===== src/hdl/qrs_pkg.sv =====
`timescale 1ns / 1ps
package qrs_pkg;
  localparam int CoefWidth = 16;
  localparam int RootWidth = 32;
  localparam int DeltaWidth = 2 * CoefWidth + 3;
  localparam int SqIn = DeltaWidth + 16;
  localparam int SqOut = (SqIn + 1) / 2;
  localparam int NumWidth = SqOut + 9 + 2;
  localparam int DivWidth = NumWidth + 8;
  localparam int QuotWidth = DivWidth;
  localparam int MagA = CoefWidth;

  typedef struct packed {
    logic [RootWidth-1:0] root1_real;
    logic [RootWidth-1:0] root1_imag;
    logic [RootWidth-1:0] root2_real;
    logic [RootWidth-1:0] root2_imag;
    logic [1:0] real_root_count;
    logic degenerate;
    logic saturated;
  } res_t;

  typedef struct packed {
    logic degenerate;
    logic neg_delta;
    logic zero_delta;
    logic neg_a;
  } flags_t;
endpackage


===== src/hdl/qrs_div.sv =====
`timescale 1ns / 1ps
module qrs_div (
  input  logic clk,
  input  logic en,
  input  logic [qrs_pkg::DivWidth-1:0] dividend,
  input  logic [qrs_pkg::MagA-1:0] divisor,
  output logic [qrs_pkg::QuotWidth-1:0] quotient
);
  import qrs_pkg::*;

  logic [MagA:0] rem_q [DivWidth+1];
  logic [DivWidth-1:0] num_q [DivWidth+1];
  logic [MagA-1:0] dv_q [DivWidth+1];

  always_comb begin
    rem_q[0] = '0;
    num_q[0] = dividend;
    dv_q[0] = divisor;
  end

  for (genvar i = 0; i < DivWidth; i++) begin : g_step
    logic [MagA+1:0] sh;
    logic ge;
    always_comb begin
      sh = {rem_q[i], num_q[i][DivWidth-1]};
      ge = sh >= {2'b00, dv_q[i]};
    end
    always_ff @(posedge clk) begin
      if (en) begin
        rem_q[i+1] <= ge ? (MagA + 1)'(sh - {2'b00, dv_q[i]}) : sh[MagA:0];
        num_q[i+1] <= {num_q[i][DivWidth-2:0], ge};
        dv_q[i+1] <= dv_q[i];
      end
    end
  end

  assign quotient = num_q[DivWidth];
endmodule


===== config.mk =====
export PLATFORM = sky130hd
export DESIGN_NAME = qrs_div
export DESIGN_NICKNAME = d
export VERILOG_FILES = /design/src/hdl/qrs_pkg.sv /design/src/hdl/qrs_div.sv
export SDC_FILE = /design/constraint.sdc
export NUM_CORES = 2
export LEC_CHECK = 0
export BUFFER_PORTS_ARGS = -buffer_cell sky130_fd_sc_hd__buf_2
export CAP_MARGIN = 5
export CORE_UTILIZATION = 60
export CTS_CLUSTER_DIAMETER = 60
export DETAILED_ROUTE_END_ITERATION = 6
export PLACE_DENSITY = 0.76
export REMOVE_ABC_BUFFERS = 1
export SYNTH_ARGS = -nofsm -noshare
export SYNTH_HDL_FRONTEND = slang
export SYNTH_SLANG_ARGS = --single-unit

===== constraint.sdc =====
create_clock -name clk -period 5.85 [get_ports clk]
set_clock_uncertainty 0.1 [all_clocks]
set_input_delay 0.2925 -clock clk [delete_from_list [all_inputs] [get_ports clk]]
set_output_delay 0.2925 -clock clk [all_outputs]
set_load 0.005 [all_outputs]

After elaboration in Yosys (flattened, before gate mapping) --
Index checks and enable logic that the tools add are counted.
Word-level totals: input bits 63, logic and storage cells 267, bits in registers 3477
Operators by class: $add $sub $neg 44, magnitude comparators 45, multiplexer cells 44
Operator list (count):
- $ge A18 B16 Y1 | 44
- $mux W17 | 43
- $sub A17 B16 Y17 | 43
- $sub A1 B16 Y17 | 1
- $ge A1 B16 Y1 | 1
- $mux W1 | 1

Logic depth before layout (Yosys ltp) --
word-level depth 2, mapped depth 13, depth with buffers taken out 12

Worst setup path before layout --
Ideal clock, no wire load.
path type reg2reg, start point reg num_q (netlist bit g_step[11].sh[0]), end point reg rem_q (netlist bit g_step[12].sh[10]), data pin, setup slack 2.716 ns, stages on the path, launching flop included 13, arrival 2.774 ns, setup time 0.260 ns, buffers on the path 1, period minus slack after synthesis 3.134 ns, cells stage by stage edfxtp_1 -> inv_1 -> ha_1 -> inv_1 -> fa_1 -> a211o_1 -> o211ai_1 -> a21oi_1 -> a31oi_2 -> a21oi_1 -> nor3_4 -> buf_4 -> mux2_2
Between the ends: longest elaborated chain between the ends 2, elaborated cells on any way between the ends 3, classes of those cells add/sub (1); order compare (1); mux (1)
Ends and longest elaborated chain:
- start: declaration | RTL line qrs_div.sv:12 | logic [DivWidth-1:0] num_q [DivWidth+1];
- start signal: indexed assignment | RTL line qrs_div.sv:31 | num_q[i+1] <= {num_q[i][DivWidth-2:0], ge};
- $sub A17 B16 Y17 / $ge A18 B16 Y1 (equally long branches) | RTL line qrs_div.sv:30, qrs_div.sv:26
- $mux W17 (*) | RTL line qrs_div.sv:30 | rem_q[i+1] <= ge ? (MagA + 1)'(sh - {2'b00, dv_q[i]}) : sh[MagA:0];
- end signal: indexed assignment | RTL line qrs_div.sv:30
- end: declaration | RTL line qrs_div.sv:11 | logic [MagA:0] rem_q [DivWidth+1];
Mark *: on every way between the ends. The rest lies on a longest branch, timed or not. A chain may end at the register's enable or synchronous reset.

Worst setup path in the final report --
start point reg num_q (netlist bit g_step[43].sh[0]), end point reg rem_q (netlist bit g_step[44].sh[2]), data pin
The elaborated chain is that of the path after synthesis.

==> impl_metrics.yaml <==
outcome:
  outcome: "finished clean"
routing:
  wl_per_cell_um: 19.1
  wirelength_um: 273000
  ant_nets: 0
  highest_layer: "met4"
  drc: 0
  dr_wl_met3_um: 11100
  vias_per_cell: 5.70
  vias: 81538
  firstDrtPassIters: 6
  drt_iter0_drc: 6676
  dr_wl_met2_um: 134000
  met1_length_um: 119000
cts:
  cts_buffers: 367
  h-tree-depth: 5
  clock_path_buffers: 4
  clock_latency_ns: 0.97
  cts_sinks: 3477
  clk_pin_slew_ns: 0.06
  cts_post_setup_buffers_inserted: 0
  cts_root_buf: "clkbuf_16"
  cts_tree: "yes"
yosys:
  synthDistinctLibCells: 94
  synth-edff-count: 3477
  synthFlopType: "edfxtp_1"
  yosysWarningCount: 0
  seq_area_frac_synth: 0.701
  synth_top_cell_area_share: 0.701
  synth_xor_area_frac: 0.0298
  synth-compound-area-share: 0.0971
  synth_mux_area_frac: 0.0253
  synthArstFlopShare: 0
  synth_top_family_by_area: "compound AO/OA/AOI/OAI gates"
  avgSynthCellArea_um2: 14.6
  syn_inst: 10204
  synth_top_area_cell: "edfxtp_1"
  synth-simple-area-share: 0.0531
  synth.area.top_cells: "edfxtp_1, ha_1, a21oi_1, inv_1, mux2_2"
  synthAdderAreaFrac: 0.0651
  ys_ff_latch: 3477
  synthesis.area_um2: 149000
floorplanning:
  start_util: 0.605
  die_height_um: 500
  ioPinCount: 108
  core_region_area_um2: 246000
  die_x_um: 500
  rows: 182
  die_area_um2: 250000
cells_and_area:
  fin_cells: 14306
  drive_gt1_frac: 0.103
  final_common_cell: "edfxtp_1"
  nets: 11520
  area_delta_synth_final_pct: 11.9
  layout_common_cells: "edfxtp_1, inv_1, a21oi_1"
placed_design:
  place.gp.congestion: 0.913
  dp.cells: 13529
  hpwl_um: 176000
  io_buffers: 107
sta:
  hold_viol: 0
  fmax_mhz: 254
  tns_ns: 0
  tightest_slew_ns: 1.20
  setup_viol: 0
  slew_viol_final: 0
  rsz0062_at_grt: "false"
  slew_headroom: 0.193
  finalCriticalPeriod_ns: 3.93
  post-route-period-util: 0.672
worst_hold_path:
  hold_path_class: "in2reg"
global_routing:
  grt_pass1_wl_um: 435000
  grt_pass1_vias: 81755
  grt_max_degree: 182
  grt_use_total: 0.217
  overflow: 0
  grt_antenna_before_repair: 2
setup_path:
  end_kind: "flip-flop"
  cp.required_ns: 6.41
  crit_fanout: 34
  cp-start-kind: "flip-flop"
  cp.arrival_ns: 4.49
  crit_type: "reg2reg"
run:
  maxCapViolations: 0
pwr:
  finalPower_mw: 84.9
  swShare: 0.311
  p_leak_nw: 63.2
  seq_power_share: 0.420
  p_switching_mw: 26.4
  combPwrFrac: 0.310
  internal_power_mw: 58.5
  powerDensity_nw_per_um2: 509
  p_clk_frac: 0.270
  peakVddDrop_v: 0.000369
per-stage QoR:
stage / util / hold WS, ns / cell area, µm² / setup slack (ns)
finish: 0.677 / 0.132 / 167000 / 1.92
detailed placement: 0.624 / 0.305 / 154000 / 1.91
CTS: 0.677 / 0.0945 / 167000 / 1.84
floorplan: - / 0.291 / 148000 / 1.94
global placement: 0.624 / 0.300 / 154000 / 1.98
global route: 0.677 / 0.124 / 167000 / 1.58
registers in the layout, summed over array words and instances, names as in the netlist:
signal / cells
dv_q: 704
g_step.sh: 792
num_q: 1936
quotient: 45
path summary, 6_finish.rpt:
path	startpoint	endpoint	slack [ns]	cells after the start
worst max-delay path	g_step[43].sh[0]$_DFFE_PP_	g_step[44].sh[2]$_DFFE_PP_	1.92	10
worst min-delay path	dividend[44]	g_step[1].sh[1]$_DFFE_PP_	0.13	4
worst min register to register	num_q[512]$_DFFE_PP_	num_q[468]$_DFFE_PP_	0.26	0
worst max register to register	g_step[43].sh[0]$_DFFE_PP_	g_step[44].sh[2]$_DFFE_PP_	1.92	10
power by group through the flow:
stage          clock network [mW]  registers (mW)  logic [mW]
4_1_cts                      23.5            35.7        26.1
3_5_place_dp                    0            36.1        25.7
5_1_grt                      24.4            36.1        29.3
2_1_floorplan                   0            34.9        20.0
3_3_place_gp                    0            36.1        25.0
6_report                     22.9            35.7        26.3
layer usage:
| metal | track usage | up-vias |
|---|---|---|
| li1 | - | 39289 |
| met1 | 0.292 | 39705 |
| met2 | 0.368 | 1957 |
| met3 | 0.0272 | 587 |
| met4 | 0.0735 | 0 |
| met5 | 0 | - |
critical path: stages (launching register included):
cell and delay (ns):
edfxtp_1 0.40, inv_1 0.08, ha_1 0.16, inv_1 0.06
fa_1 0.40, a21o_1 0.21, a31oi_1 0.22, o21ai_1 0.15
a2111oi_0 0.57, or2_1 0.90, mux2_2 0.43
synth_stat cells (74+ instances only):
cell type  instances
a211oi_1          97
a21o_1           260
a21oi_1          748
a31oi_1           74
clkbuf_1         109
edfxtp_1        3477
ha_1             706
inv_1            912
mux2_2           290
nand2_1          562
nand2b_1          90
nand3_1           82
nand4_1           81
nor2_1           552
nor2b_1           75
o21a_1            96
o21ai_0          551
xnor2_1          266
xor2_1           241
cell families (layout without fill, tap and decap cells):
group	count (synthesis)	count (layout)
compound gates	2328	2328
xor+xnor	507	507
fa+ha+maj	749	749
buf+inv	1091	1879
flops	3477	3477
mux	333	333
other cells	0	2
simple gates	1719	1719
layout make-up:
| type | count | area [µm²] |
|---|---|---|
| diodes | 2 | 5.00 |
| clock buffers | 446 | 9520 |
| clock inverters | 207 | 2300 |
| fillers | 16658 | 79600 |
| inverters | 913 | 3430 |
| multi-input cells | 5636 | 40400 |
| flip-flops and latches | 3477 | 104000 |
| well taps | 3312 | 4140 |
| repair buffers | 313 | 2640 |
timing repair:
action / in CTS / in global routing
endpoints found under the setup margin: 0 / 0
endpoints found under the hold margin: 168 / 0
hold buffers: 122 / 0
gates resized for setup: 0 / 0
Power figures use the tool's default switching activity.
