`config.mk`:
```
export PLATFORM = sky130hd
export DESIGN_NAME = qrs_sqrt
export DESIGN_NICKNAME = d
export VERILOG_FILES = /design/src/hdl/qrs_pkg.sv /design/src/hdl/qrs_sqrt.sv
export SDC_FILE = /design/constraint.sdc
export NUM_CORES = 2
export LEC_CHECK = 0
export ABC_CLOCK_PERIOD_IN_PS = 8550
export BUFFER_PORTS_ARGS = -buffer_cell sky130_fd_sc_hd__buf_2
export CAP_MARGIN = 20
export CORE_UTILIZATION = 50
export CTS_CLUSTER_DIAMETER = 150
export CTS_CLUSTER_SIZE = 28
export DETAILED_ROUTE_END_ITERATION = 10
export PLACE_DENSITY = 0.69
export SKIP_LAST_GASP = 1
export SLEW_MARGIN = 30
export SYNTH_ARGS = -nofsm -noshare
export SYNTH_HDL_FRONTEND = slang
export SYNTH_SLANG_ARGS = --single-unit
```
`constraint.sdc`:
```
create_clock -name clk -period 8.55 [get_ports clk]
set_input_delay 0.4275 -clock clk [delete_from_list [all_inputs] [get_ports clk]]
set_output_delay 0.4275 -clock clk [all_outputs]
set_load 0.01 [all_outputs]
```
`src/hdl/qrs_pkg.sv`:
```
`timescale 1ns / 1ps
package qrs_pkg;
  localparam int CoefWidth = 16;
  localparam int RootWidth = 32;
  localparam int DeltaWidth = 2 * CoefWidth + 3;
  localparam int SqIn = DeltaWidth + 16;
  localparam int SqOut = (SqIn + 1) / 2;
  localparam int NumWidth = SqOut + 9 + 2;
  localparam int DivWidth = NumWidth + 8;
  localparam int QuotWidth = DivWidth;
  localparam int MagA = CoefWidth;

  typedef struct packed {
    logic [RootWidth-1:0] root1_real;
    logic [RootWidth-1:0] root1_imag;
    logic [RootWidth-1:0] root2_real;
    logic [RootWidth-1:0] root2_imag;
    logic [1:0] real_root_count;
    logic degenerate;
    logic saturated;
  } res_t;

  typedef struct packed {
    logic degenerate;
    logic neg_delta;
    logic zero_delta;
    logic neg_a;
  } flags_t;
endpackage

```
`src/hdl/qrs_sqrt.sv`:
```
`timescale 1ns / 1ps
module qrs_sqrt (
  input  logic clk,
  input  logic en,
  input  logic [qrs_pkg::SqIn-1:0] radicand,
  output logic [qrs_pkg::SqOut-1:0] root
);
  import qrs_pkg::*;

  logic [SqIn-1:0] rem_q [SqOut+1];
  logic [SqOut-1:0] rt_q [SqOut+1];

  always_comb begin
    rem_q[0] = radicand;
    rt_q[0] = '0;
  end

  for (genvar i = 0; i < SqOut; i++) begin : g_step
    localparam int Sh = 2 * (SqOut - 1 - i);
    logic [SqIn+1:0] trial;
    logic [SqIn+1:0] cur;
    logic fits;
    always_comb begin
      trial = ({{(SqIn + 2 - SqOut){1'b0}}, rt_q[i]} << (SqOut - i))
              | ({{(SqIn + 1){1'b0}}, 1'b1} << Sh);
      cur = {2'b00, rem_q[i]};
      fits = cur >= trial;
    end
    always_ff @(posedge clk) begin
      if (en) begin
        rem_q[i+1] <= fits ? rem_q[i] - trial[SqIn-1:0] : rem_q[i];
        rt_q[i+1] <= fits ? rt_q[i] | (SqOut'(1) << (SqOut - 1 - i)) : rt_q[i];
      end
    end
  end

  assign root = rt_q[SqOut];
endmodule

```
After elaboration in Yosys (flattened, before gate mapping)
Index checks and enable logic that the tools add are counted.
- bitwise operators: 0
- $add $sub $neg: 25
- equal/unequal tests: 0
- magnitude comparators: 26
- multipliers: 0
- reduce and logical (&&, ||, !) cells: 0
- shifts and indexed selects: 0
- div/mod/pow operators: 0
- muxes and demuxes: 26
- operators by type and width (operator ; count):
    $mux 51 ; 25
    $ge 51x27->1 ; 1
    $ge 51x28->1 ; 1
    $ge 51x29->1 ; 1
    $ge 51x30->1 ; 1
    $ge 51x31->1 ; 1
    $ge 51x32->1 ; 1
    $ge 51x33->1 ; 1
    $ge 51x34->1 ; 1
    $ge 51x35->1 ; 1
    $ge 51x36->1 ; 1
    $ge 51x37->1 ; 1
    $ge 51x38->1 ; 1
    $ge 51x39->1 ; 1
    $ge 51x40->1 ; 1
    $ge 51x41->1 ; 1
    $ge 51x42->1 ; 1
    $ge 51x43->1 ; 1
    $ge 51x44->1 ; 1
    $ge 51x45->1 ; 1
    $ge 51x46->1 ; 1
    $ge 51x47->1 ; 1
    $ge 51x48->1 ; 1
    $ge 51x49->1 ; 1
    29 further kinds ; 29
- output and inout bits: 26
- memories: 0
- bits in read-only memories: 0
- register bits after elaboration: 1951
- logic and storage cells: 153
- input bits: 53
- bits in writable memories: 0
- latch bits: 0

Longest topological paths before layout
- word-level depth: 2
- depth in mapped cells: 14
- gate-level depth less buffers: 12

Worst setup path after synthesis
Ideal clock, no wire load.
- path kind: reg-to-reg
- start: register rem_q (netlist bit g_step[24].cur[28])
- end: register rem_q (netlist bit g_step[25].cur[45]) (data pin)
- data arrival time: 3.365 ns
- cell stages (with the launch flop): 12
- period minus slack after synthesis: 3.623 ns
- slack: 4.927 ns
- data required time: 8.292 ns
- path buffers: 2
- cell sequence: edfxtp_1 -> or4_1 -> buf_2 -> or3_4 -> or4_4 -> o31a_1 -> and3_1 -> buf_6 -> a2111oi_4 -> and3b_2 -> nand3_2 -> xnor2_1
- word-level cells in the longest chain between the ends: 2
- ends and longest elaborated chain (item ; RTL line ; source):
    start: declaration ; qrs_sqrt.sv:10 ; logic [SqIn-1:0] rem_q [SqOut+1];
    start signal: indexed assignment ; qrs_sqrt.sv:31 ; rem_q[i+1] <= fits ? rem_q[i] - trial[SqIn-1:0] : rem_q[i];
    $sub 51x28->51 / $ge 51x28->1 (equally long branches) ; qrs_sqrt.sv:31, qrs_sqrt.sv:27 ;
    $mux 51 (*) ; qrs_sqrt.sv:31 ;
Every way passes the cells marked *; elsewhere a longest branch is shown, timed or not.
A chain may end at the register's enable or synchronous reset.

Worst setup path after layout
- start: register rem_q (netlist bit g_step[24].cur[28])
- end: register rem_q (netlist bit g_step[25].cur[34]) (data pin)
The elaborated chain is that of the path after synthesis.

==> results.sh <==
export IMPL_synth_cells=6056
export IMPL_final_setup_tns_ps=0
export IMPL_layout_common_cells="1626 x edfxtp_1, 468 x inv_1, 405 x nor2_1"
export IMPL_crit_fanout=44
export IMPL_final_area_mm2=0.0826
export IMPL_yosysSeqAreaShare_pct=63.3
export IMPL_start_util_pct=50.6
export IMPL_power_density_mw_per_mm2=233
export IMPL_period_minus_slack_ps=4680
export IMPL_clockRootBuffer="clkbuf_16"
export IMPL_drive_gt1_share_pct=5.39
export IMPL_die_area_mm2=0.156
export IMPL_layout_nets=6610
export IMPL_ys_seq_elements=1626
export IMPL_cp_start_kind="register"
export IMPL_yosys_warnings=0
export IMPL_dr_pass1_iters=6
export IMPL_max_slew_margin_rel_pct=34.4
export IMPL_post_route_drc_count=0
export IMPL_antenna_found_initial=0
export IMPL_setup_ws_ps=3870
export IMPL_synth_edf_count=1626
export IMPL_rows=143
export IMPL_slew_violations=0
export IMPL_clk_pin_slew_ps=100
export IMPL_track_usage_pct=20.3
export IMPL_rsz0062_at_grt="no"
export IMPL_tritoncts="built"
export IMPL_grt_pass1_wl_um=251000
export IMPL_vias_per_cell=5.70
export IMPL_routedWlPerCell_um=19.4
export IMPL_grt_max_degree=173
export IMPL_placedInstanceArea_mm2=0.0802
export IMPL_layout_cells_non_filler=8221
export IMPL_worst_pin_slew_ps=984
export IMPL_drt_total_wl_um=160000
export IMPL_path_class="register to register"
export IMPL_synthDominantCellAreaShare_pct=63.3
export IMPL_port_buffers=78
export IMPL_async_flop_share_pct=0
export IMPL_gp_congestion=0.917
export IMPL_dp_hpwl_um=120000
export IMPL_num_vias=46900
export IMPL_max_clock_freq_mhz=214
export IMPL_die_w_um=395
export IMPL_die_y_um=395
export IMPL_yosys_area_top_type="edfxtp_1"
export IMPL_fin_util_pct=54.2
export IMPL_ir_worst_vdd_uv=231
export IMPL_leakage_nw=30.7
export IMPL_area_delta_synth_final_pct=7.06
export IMPL_place_ws_ps=3860
export IMPL_cts_buffer_depth=3
export IMPL_synth_main_ff_cell="edfxtp_1"
export IMPL_timing_hold_ws_ps=257
export IMPL_numCtsBuffers=68
export IMPL_p_total_mw=19.2
export IMPL_ys_types=84
export IMPL_synth_nets=6482
export IMPL_grt_overflow=0
export IMPL_syn_area_mm2=0.0772
export IMPL_htree_levels=3
export IMPL_synth_avg_cell_area_um2=12.7
export IMPL_layout_commonest_cell="edfxtp_1"
export IMPL_dp_cells=8092
export IMPL_fin_crit_sh_pct=54.7
export IMPL_coreArea_mm2=0.153
export IMPL_skew_ps=62.8
export IMPL_clock_latency_ps=720
export IMPL_ant_nets=0
export IMPL_grt_pass1_vias=46600
export IMPL_crit_path_end_kind="register"
export IMPL_crit_arrival_ps=5150
export IMPL_io_pins=79
export IMPL_min_path_type="primary input to register"
export IMPL_clock_sinks=1626
export IMPL_antenna_cells=0
export IMPL_maxCapViolCount=0
export IMPL_hold_viol=0
export IMPL_cp_required_ps=9020
export IMPL_drt_iter0_drc=3462
export IMPL_synthTopCellsByArea="edfxtp_1 63%, ha_1 6.0%, xnor2_1 3.4%, xor2_1 2.6%, a21oi_1 2.5%"
export IMPL_finalSetupViolations=0
export IMPL_status="completed"
-- worst paths after layout --
check                          start                  to  slack, ps  cells after the start
setup / recovery  g_step[24].cur[28]  g_step[25].cur[34]       3870                      9
hold / removal                    en  g_step[14].cur[45]        260                      1
setup reg to reg  g_step[24].cur[28]  g_step[25].cur[34]       3870                      9
hold reg to reg   g_step[13].cur[22]  g_step[14].cur[22]        440                      0
-- cells by family after synthesis --
group / share of synthesized area (%)
AOI/OAI and AO/OA: 8.98
and+or+nand+nor: 11.8
adders and majority gates: 6.05
xor gates and xnor gates: 6.07
muxes: 1.08
other: 0.00486
DFF: 63.3
buffers and inverters: 2.80
-- synthesized netlist by cell type (8+ instances only) --
cell / number
edfxtp_1: 1626
inv_1: 468
nor2_1: 406
a21oi_1: 391
ha_1: 373
nand2_1: 352
xnor2_1: 304
o21ai_0: 268
xor2_1: 231
nor4_1: 202
nor3_1: 169
a21o_1: 135
nand3_1: 107
clkbuf_1: 94
nand4_1: 93
nand2b_1: 74
mux2_2: 66
nor2b_1: 64
or4_1: 58
o21a_1: 47
or3_1: 43
and3_1: 33
or2_2: 32
o211ai_1: 28
a211oi_1: 27
o31ai_1: 27
o21bai_1: 26
nor4b_1: 24
and4_1: 21
a31oi_1: 20
o31a_1: 15
a211o_1: 14
nand4b_1: 13
nor3b_1: 12
o2111ai_1: 12
and2_1: 11
nand3b_1: 11
o41ai_1: 11
o22ai_1: 10
a21boi_0: 9
mux2i_1: 9
a2111oi_0: 8
-- sequential cells by signal (all words and copies together), names as in the netlist --
signal        count
g_step.trial    325
g_step.cur     1275
root             26
-- critical path, stage by stage (launching register included) --
cell and delay (ps):
edfxtp_1 520, or4_1 630, or3_4 390, or4_4 570
o31a_1 300, and3_1 280, inv_2 630, nand2_1 380
or4_1 590, o2bb2ai_1 140
-- power by group --
group	total (mW)	leakage [nW]	internal (mW)	switching, mW
Combinational	4.49	14.2	1.90	2.59
Clock	3.85	0.924	1.50	2.35
Sequential	10.9	15.6	10.1	0.780
-- metal layers --
metal	track usage (%)	vias to the layer above	wire [um]
met1	23.7	22700	63400
met4	6.60	0	5270
met3	2.07	254	5770
li1	-	22800	-
met2	38.5	1080	85300
met5	0	-	0
-- area by class of cell --
class / count / area (um2)
Multi-Input combinational cell: 3857 / 26400
Fill cell: 12400 / 70000
Inverter: 469 / 1760
Clock inverter: 8 / 165
Clock buffer: 69 / 1730
Timing Repair Buffer: 162 / 1260
Sequential cell: 1626 / 48800
Tap cell: 2030 / 2540
-- what timing repair did --
item,CTS,global route
endpoints found under the hold margin,51,0
resized for setup,0,0
setup buffers,0,0
hold buffers,51,0
Power figures use the tool's default switching activity.
